**src/design/jos_pkg.sv**
```systemverilog
// Shared types and constants for the JSON object splitter.
package jos_pkg;

  // Width of the brace nesting counter.
  localparam int unsigned NestBits = 8;

  typedef logic [NestBits-1:0] depth_t;
  typedef logic [7:0]          byte_t;

  localparam depth_t DepthMax = {NestBits{1'b1}};

  localparam byte_t ChOpen   = 8'h7B;
  localparam byte_t ChClose  = 8'h7D;
  localparam byte_t ChQuote  = 8'h22;
  localparam byte_t ChBslash = 8'h5C;
  localparam byte_t ChSpace  = 8'h20;
  localparam byte_t ChLf     = 8'h0A;
  localparam byte_t ChCr     = 8'h0D;
  localparam byte_t ChTab    = 8'h09;

  typedef enum logic [1:0] {
    ModeBetween = 2'd0,
    ModeObject  = 2'd1,
    ModeString  = 2'd2,
    ModeError   = 2'd3
  } scan_mode_e;

endpackage

```
**src/design/json_object_splitter.sv**
```systemverilog
// Top level of the JSON object splitter: byte scanner with a registered result stage.

// The splitter takes one byte of a text stream per transaction and passes on the
// bytes of each top-level JSON object, marking the opening brace with object_first_o
// and the closing brace that ends the object with object_last_o. Whitespace between
// objects is dropped and produces no result. Brace nesting is counted only outside
// strings, and a backslash inside a string makes the following byte literal, even
// when that byte arrives much later. Any other byte between objects, or an opening
// brace that would overflow the nesting counter, produces one result with
// error_flag_o set (out_byte_o then holds the offending byte), after which every
// byte is consumed silently until reset. The scan state update is a short piece of
// logic feeding a single result register, so a new byte is accepted every cycle as
// long as the result register is empty or is being emptied in the same cycle. The
// result is valid in the cycle after its byte is accepted.
module json_object_splitter import jos_pkg::*; (
  input  logic  clk_i,
  input  logic  rst_ni,
  input  logic  in_valid_i,
  output logic  in_ready_o,
  input  byte_t in_byte_i,
  output logic  out_valid_o,
  input  logic  out_ready_i,
  output byte_t out_byte_o,
  output logic  object_first_o,
  output logic  object_last_o,
  output logic  error_flag_o
);

  scan_mode_e mode_q, mode_d;
  logic       esc_q, esc_d;
  depth_t     depth_q, depth_d;

  logic  out_valid_q;
  byte_t out_byte_q;
  logic  first_q, last_q, err_q;

  logic res_valid, res_first, res_last, res_err;
  logic accept, is_blank;

  // The result register is free when it is empty or being drained this cycle.
  assign in_ready_o = !out_valid_q || out_ready_i;
  assign accept     = in_valid_i && in_ready_o;

  assign is_blank = (in_byte_i == ChSpace) || (in_byte_i == ChLf) ||
                    (in_byte_i == ChCr)    || (in_byte_i == ChTab);

  // Next scan state.
  always_comb begin
    mode_d  = mode_q;
    esc_d   = esc_q;
    depth_d = depth_q;
    unique case (mode_q)
      ModeBetween: begin
        if (in_byte_i == ChOpen) begin
          mode_d  = ModeObject;
          esc_d   = 1'b0;
          depth_d = depth_t'(1);
        end else if (!is_blank) begin
          mode_d = ModeError;
        end
      end
      ModeObject: begin
        if (in_byte_i == ChOpen) begin
          if (depth_q == DepthMax) begin
            mode_d = ModeError;
          end else begin
            depth_d = depth_q + depth_t'(1);
          end
        end else if (in_byte_i == ChClose) begin
          // An object always holds at least depth one here.
          if (depth_q != '0) begin
            depth_d = depth_q - depth_t'(1);
          end
          if (depth_q <= depth_t'(1)) begin
            mode_d = ModeBetween;
          end
        end else if (in_byte_i == ChQuote) begin
          mode_d = ModeString;
          esc_d  = 1'b0;
        end
      end
      ModeString: begin
        if (esc_q) begin
          esc_d = 1'b0;
        end else if (in_byte_i == ChBslash) begin
          esc_d = 1'b1;
        end else if (in_byte_i == ChQuote) begin
          mode_d = ModeObject;
        end
      end
      ModeError: begin
        mode_d = ModeError;
      end
      default: begin
        mode_d = ModeError;
      end
    endcase
  end

  // Result produced by the current byte.
  always_comb begin
    res_valid = 1'b0;
    res_first = 1'b0;
    res_last  = 1'b0;
    res_err   = 1'b0;
    unique case (mode_q)
      ModeBetween: begin
        if (in_byte_i == ChOpen) begin
          res_valid = 1'b1;
          res_first = 1'b1;
        end else if (!is_blank) begin
          res_valid = 1'b1;
          res_err   = 1'b1;
        end
      end
      ModeObject: begin
        res_valid = 1'b1;
        if (in_byte_i == ChOpen && depth_q == DepthMax) begin
          res_err = 1'b1;
        end else if (in_byte_i == ChClose && depth_q <= depth_t'(1)) begin
          res_last = 1'b1;
        end
      end
      ModeString: begin
        res_valid = 1'b1;
      end
      ModeError: begin
        res_valid = 1'b0;
      end
      default: begin
        res_valid = 1'b0;
      end
    endcase
  end

  always_ff @(posedge clk_i or negedge rst_ni) begin
    if (!rst_ni) begin
      mode_q      <= ModeBetween;
      esc_q       <= 1'b0;
      depth_q     <= '0;
      out_valid_q <= 1'b0;
    end else begin
      if (accept) begin
        mode_q  <= mode_d;
        esc_q   <= esc_d;
        depth_q <= depth_d;
      end
      if (in_ready_o) begin
        out_valid_q <= accept && res_valid;
      end
    end
  end

  // Result payload needs no reset; it is qualified by out_valid_q.
  always_ff @(posedge clk_i) begin
    if (accept && res_valid) begin
      out_byte_q <= in_byte_i;
      first_q    <= res_first;
      last_q     <= res_last;
      err_q      <= res_err;
    end
  end

  assign out_valid_o    = out_valid_q;
  assign out_byte_o     = out_byte_q;
  assign object_first_o = first_q;
  assign object_last_o  = last_q;
  assign error_flag_o   = err_q;

  // Error results never carry object marks.
  assert property (@(posedge clk_i) disable iff (!rst_ni)
    out_valid_o && error_flag_o |-> !object_first_o && !object_last_o)
    else $error("error result carries an object mark");

  // Error mode is sticky until reset.
  assert property (@(posedge clk_i) disable iff (!rst_ni)
    mode_q == ModeError |=> mode_q == ModeError)
    else $error("scanner left error mode");

  // A pending escape exists only inside a string.
  assert property (@(posedge clk_i) disable iff (!rst_ni)
    esc_q |-> mode_q == ModeString)
    else $error("escape pending outside a string");

  // Inside an object or string the nesting depth is never zero.
  assert property (@(posedge clk_i) disable iff (!rst_ni)
    (mode_q == ModeObject || mode_q == ModeString) |-> depth_q != '0)
    else $error("zero nesting depth inside an object");

  // An error result always moves the scanner into error mode.
  assert property (@(posedge clk_i) disable iff (!rst_ni)
    accept && res_valid && res_err |=> mode_q == ModeError)
    else $error("error result without error mode");

endmodule
```
**config.mk**
```make
export PLATFORM = sky130hd
export DESIGN_NAME = json_object_splitter
export DESIGN_NICKNAME = d
export VERILOG_FILES = /design/src/design/jos_pkg.sv /design/src/design/json_object_splitter.sv
export SDC_FILE = /design/constraint.sdc
export NUM_CORES = 1
export LEC_CHECK = 0
export BUFFER_PORTS_ARGS = -buffer_cell sky130_fd_sc_hd__buf_2
export CORE_ASPECT_RATIO = 0.6
export CORE_UTILIZATION = 50
export CTS_CLUSTER_DIAMETER = 120
export CTS_CLUSTER_SIZE = 12
export DETAILED_ROUTE_END_ITERATION = 7
export GPL_TIMING_DRIVEN = 0
export HOLD_SLACK_MARGIN = 0.12
export PLACE_DENSITY = 0.72
export SYNTH_ARGS = -nofsm -noshare
export SYNTH_HDL_FRONTEND = slang
export SYNTH_SLANG_ARGS = --single-unit
```
**constraint.sdc**
```tcl
create_clock -name clk_i -period 6.39 [get_ports clk_i]
set_clock_uncertainty 0.2 [all_clocks]
set_input_delay 0.3195 -clock clk_i [delete_from_list [all_inputs] [get_ports clk_i]]
set_output_delay 0.3195 -clock clk_i [all_outputs]
set_load 0.05 [all_outputs]
```
=== Word-level counts from Yosys, hierarchy flattened ===
Cells that the tools add are included.

* Register bits after elaboration: 23
* Latch bits: 0
* RAM bits: 0
* Memory bits (read-only): 0
* Input port bits: 12
* Memories: 0

* $add $sub $neg: 2
* $mul: 0
* Divide/modulo/power cells: 0
* $lt $le $gt $ge: 1
* Equality and inequality tests: 26
* Shift-type cells: 0
* Mux-type cells: 32
* Bitwise gates (word level): 1
* Reduce and logical (&&, ||, !) cells: 18

{| class="wikitable"
|+ Operators with widths
! operator !! number
|-
| 2-to-1 mux 8 bit || 5
|-
| == test 8 x 4 -> 1 bit (second input constant) || 3
|-
| == test 8 x 7 -> 1 bit (second input constant) || 3
|-
| 2-to-1 mux 2 bit || 10
|-
| == test 8 x 6 -> 1 bit (second input constant) || 2
|-
| one-hot mux 8 bit (2 select lines) || 1
|-
| != test 3 bit (second input constant) || 5
|-
| != test 2 bit (second input constant) || 7
|-
| 2-to-1 mux 1 bit || 12
|-
| AND reduction 6 bit || 2
|-
| adder 8 x 1 -> 8 bit (second input constant) || 1
|-
| == test 8 bit (second input constant) || 1
|-
| <= comparator 8 x 1 -> 1 bit (second input constant) || 1
|-
| != test 4 bit (second input constant) || 2
|-
| one-hot mux 2 bit (4 select lines) || 1
|-
| AND reduction 8 bit || 1
|-
| nonzero test 8 bit || 1
|-
| subtractor 8 x 1 -> 8 bit (second input constant) || 1
|-
| one-hot mux 1 bit (3 select lines) || 2
|-
| == test 2 bit (second input constant) || 2
|-
| logical AND 1 bit || 4
|-
| logical OR 1 bit || 4
|-
| OR reduction 2 bit || 2
|-
| nonzero test 3 bit || 1
|-
| other kinds (6) || 6
|}

=== Longest topological paths before layout ===
* Depth in word-level cells: 8
* Gate-level depth with buffers: 9

=== Least setup slack after synthesis ===
Ideal clock, no wire load.

* Kind: register to register
* Start point: reg out_valid_q, in the netlist out_valid_o
* End point: reg err_q, in the netlist error_flag_o (enable)
* Data arrival time: 1.861 ns
* Required time: 5.812 ns
* Setup slack: 3.951 ns
* Stages on the path, launching flop included: 5
* Buffers on the path: 0
* Clock period less this slack: 2.439 ns
* Path through: dfrtp_1 > nand2b_1 > and2_1 > nand2_1 > nor2_1

* Cells in the longest elaborated chain, start to end: 4

{| class="wikitable"
|+ RTL lines
! what !! RTL line !! RTL
|-
| start, declared || json_object_splitter.sv:33 || <nowiki>logic out_valid_q;</nowiki>
|-
| start signal, assigned || json_object_splitter.sv:149 || <nowiki>out_valid_q <= accept && res_valid;</nowiki>
|-
| zero test 1 bit || json_object_splitter.sv:41 || <nowiki>assign in_ready_o = !out_valid_q || out_ready_i;</nowiki>
|-
| logical OR 1 bit || json_object_splitter.sv:41 ||
|-
| named net in_ready_o || json_object_splitter.sv:19 || <nowiki>output logic in_ready_o,</nowiki>
|-
| logical AND 1 bit || json_object_splitter.sv:42 || <nowiki>assign accept = in_valid_i && in_ready_o;</nowiki>
|-
| logical AND 1 bit || json_object_splitter.sv:156 || <nowiki>if (accept && res_valid) begin</nowiki>
|-
| end signal, assigned || json_object_splitter.sv:160 || <nowiki>err_q <= res_err;</nowiki>
|-
| end, declared || json_object_splitter.sv:35 || <nowiki>logic first_q, last_q, err_q;</nowiki>
|}

The timed path passes the listed nets, and every way through them passes these cells.
A chain may end at the register's enable or synchronous reset.

=== Worst setup path after layout ===
* Start point: in in_byte_i[0]
* End point: reg out_byte_q[6], in the netlist out_byte_o[6] (enable)

* Cells in the longest elaborated chain, start to end: 8
* Elaborated cells on any way between the ends: 12
* Those cells by class: 5 x eq/ne; 3 x mux; 4 x reduce/logical

{| class="wikitable"
|+ RTL lines
! what !! RTL line !! RTL
|-
| start, declared || json_object_splitter.sv:20 || <nowiki>input byte_t in_byte_i,</nowiki>
|-
| == test 8 x 6 -> 1 bit / == test 8 x 4 -> 1 bit (equally long branches) || json_object_splitter.sv:44 || <nowiki>assign is_blank = (in_byte_i == ChSpace) || (in_byte_i == ChLf) ||</nowiki>
|-
| logical OR 1 bit (2 in a row) || json_object_splitter.sv:44 ||
|-
| logical OR 1 bit || json_object_splitter.sv:45 || <nowiki>(in_byte_i == ChCr) || (in_byte_i == ChTab);</nowiki>
|-
| 2-to-1 mux 1 bit || json_object_splitter.sv:111 || <nowiki>end else if (!is_blank) begin</nowiki>
|-
| 2-to-1 mux 1 bit (*) || json_object_splitter.sv:108 || <nowiki>if (in_byte_i == ChOpen) begin</nowiki>
|-
| one-hot mux 1 bit (3 select lines) (*) || json_object_splitter.sv:106 || <nowiki>unique case (mode_q)</nowiki>
|-
| logical AND 1 bit (*) || json_object_splitter.sv:156 ||
|-
| end signal, assigned || json_object_splitter.sv:157 || <nowiki>out_byte_q <= in_byte_i;</nowiki>
|-
| end, declared || json_object_splitter.sv:34 || <nowiki>byte_t out_byte_q;</nowiki>
|}

Mark *: on every way between the ends. The rest lies on a longest branch, timed or not.

==> flow_summary.yaml <==
routing:
  post_drt_wl_per_cell_um: 16.4
  firstDrtPassIters: 4
  top_layer_used: "met4"
  via_per_inst: 6.13
  wl_met1_um: 1690
  num_vias: 1398
  postRouteAntennaNets: 0
  wirelength_um: 3740
  drcViolationCount: 0
  wl_met3_um: 386
  drt_iter0_drc: 190
  wl_met2_um: 1630
floorplan:
  num_io_pins: 25
  dieArea_mm2: 0.00336
  num_rows: 15
  core-area_mm2: 0.00293
  die_y_um: 45.3
  die_w_um: 74.1
  start_util_pct: 53.3
global_routing:
  grt_use_total_pct: 24.6
  grt_max_degree: 14
  antenna_found_initial: 0
  grt-ovfl-total: 0
  grt_pass1_vias: 1238
  grt_pass1_wl_um: 6050
worst_hold_path:
  holdCritPathClass: "in -> reg"
status:
  status: "finished clean"
setup_path:
  required_ns: 6.08
  crit_fanout: 11
  worstSetupPathType: "in -> reg"
  worstPathArrival_ns: 2.58
  critPathCaptureType: "flip-flop"
  start_kind: "input pin"
timing:
  finalCritPeriodShare_pct: 45.2
  rsz0062_at_grt: "false"
  setup_tns_ns: 0
  clock.fmax_mhz: 346
  hold_viol: 0
  final-max-slew-violation-count: 0
  tightest_slew_ns: 0.986
  period_needed_ns: 2.89
  relSlewSlack_pct: 34.0
  setup_violations: 0
synth:
  ys_async_sr_fraction_pct: 52.2
  syn-num-nets: 171
  syn_inst: 151
  yosysWarningCount: 0
  synth_cell_types: 60
  ys_seq_area_share_pct: 40.4
  syn_avg_cell_area_um2: 10.3
  synthesis.area_mm2: 0.00156
  ys_ff_latch: 23
  synth_edf_count: 11
  synth_ff_type: "dfrtp_1"
clocking:
  path_clk_slew_ns: 0.08
  cts_setup_buffers: 0
  cts_made_buffers: 3
  clock_latency_ns: 0.27
  clockBufferDepth: 2
  cts.sinks: 23
  cts_tree: "built"
  cts_root_buffer: "clkbuf_8"
  cts-resized-gates: 0
  h-tree-depth: 1
cells_and_area:
  areaGrowthSynthToFinish_pct: 18.5
  fillers: 250
  nNetsFinal: 207
  drive_gt1_share_pct: 28.0
  n_antenna_cell: 0
  ff_latch_area_um2: 631
  mostFrequentLayoutCell: "buf_2"
  postLayoutCoreUtil_pct: 63.2
  multi_input_area_um2: 861
  mostFrequentLayoutCells: "buf_2, nand2_1, dfrtp_1, edfxtp_1, nor2_1"
power:
  power_leakage_uw: 0.000744
  ir_drop_uv: 254
  powerDensity_mw_per_mm2: 323
job:
  drv_cap: 0
placement:
  gp_congestion: 0.939
  port_buffers: 24
  dp_hpwl_um: 2810
per-stage QoR:
| step | instances | total power (uW) | area (um^2) | setup WS, ns | hold WS [ns] |
|---|---|---|---|---|---|
| 2_1_floorplan | 151 | 433 | 1560 | 3.95 | -0.176 |
| 3_3_place_gp | 217 | 494 | 1730 | 3.89 | 0.0191 |
| 3_5_place_dp | 217 | 503 | 1730 | 3.85 | 0.0208 |
| 4_1_cts | 228 | 597 | 1850 | 3.58 | 0.120 |
| 5_1_grt | 228 | 628 | 1850 | 3.42 | 0.141 |
| 6_report | 228 | 597 | 1850 | 3.50 | 0.121 |
worst paths after layout:
check | to | cells past startpoint | slack (ns) | startpoint
max | out_byte_o[6]$_DFFE_PP_ | 7 | 3.50 | in_byte_i[0]
min | out_byte_o[3]$_DFFE_PP_ | 1 | 0.12 | in_byte_i[3]
max reg2reg | mode_q[1]$_DFFE_PN0P_ | 6 | 3.88 | mode_q[0]$_DFFE_PN0P_
min reg2reg | esc_q$_DFFE_PN0P_ | 1 | 0.35 | esc_q$_DFFE_PN0P_
max in group asynchronous | esc_q$_DFFE_PN0P_ | 2 | 5.51 | rst_ni
min in group asynchronous | depth_q[0]$_DFFE_PN0P_ | 2 | 0.25 | rst_ni
kinds of logic (layout without fill, tap and decap cells):
logic type | count (synthesis) | after routing | synth area share (%)
compound gates | 31 | 31 | 17.5
xor+xnor | 1 | 1 | 0.561
fa+ha+maj | 8 | 8 | 6.41
buf+inv | 13 | 48 | 4.49
flops | 23 | 23 | 40.4
mux | 4 | 4 | 2.72
simple gates | 71 | 71 | 27.9
metal layers:
| layer | global-route usage [%] | up-vias |
|---|---|---|
| met2 | 35.3 | 75 |
| met4 | 4.23 | 0 |
| met3 | 8.48 | 6 |
| met1 | 36.0 | 660 |
| met5 | 0 | - |
| li1 | - | 657 |
synthesized netlist by cell type, drive strengths merged (2+ instances only):
library cell,number,area [um^2]
nand3b,3,26.3
nor3,5,30.0
ha,8,100
a311oi,2,23.8
o211ai,2,15.0
and3,2,17.5
nor2,10,37.5
o221ai,2,17.5
a21oi,3,15.0
mux2i,2,20.0
edfxtp,11,330
nand2b,2,12.5
or3,2,12.5
o311ai,4,42.6
nand3,10,62.6
buf,6,43.8
mux2,2,22.5
nand4b,2,17.5
nand4,5,31.3
and3b,2,18.8
and2,3,18.8
nor4,4,25.0
nor4b,3,38.8
o21ai,2,10.0
o31ai,2,15.0
nand2,13,48.8
dfrtp,12,300
inv,7,26.3
critical path, stage by stage:
cell and delay (ns):
dlygate4sd3_1 0.53, buf_2 0.16, and3b_2 0.22, o21ba_2 0.20
o211ai_1 0.25, nand2_1 0.12, nor2_1 0.77
where the power goes:
group / internal [uW] / switching [uW] / total, uW
combinational: 82.3 / 212 / 295
clock: 43.6 / 47.0 / 90.6
sequential: 198 / 14.1 / 212
layout make-up:
class                   instances  area share (%)
plain buffers                   6            2.37
repair buffers                 31            10.3
inverters                       7            1.42
multi-input cells             115            46.5
flip-flops and latches         23            34.1
well taps                      42            2.84
clock buffers                   3            2.23
clock inverters                 1           0.270
repair_timing:
action	4_1_cts	5_1_grt
endpoints found under the hold margin	18	0
hold buffers	7	0
endpoints found under the setup margin	0	0
state kept, by name (all words and copies together), names as in the netlist:
| name | flops |
|---|---|
| depth_q | 8 |
| out_byte_o | 8 |
| mode_q | 2 |
| error_flag_o | 1 |
| esc_q | 1 |
| object_first_o | 1 |
| object_last_o | 1 |
| out_valid_o | 1 |
(Power assumes the default switching activity.)
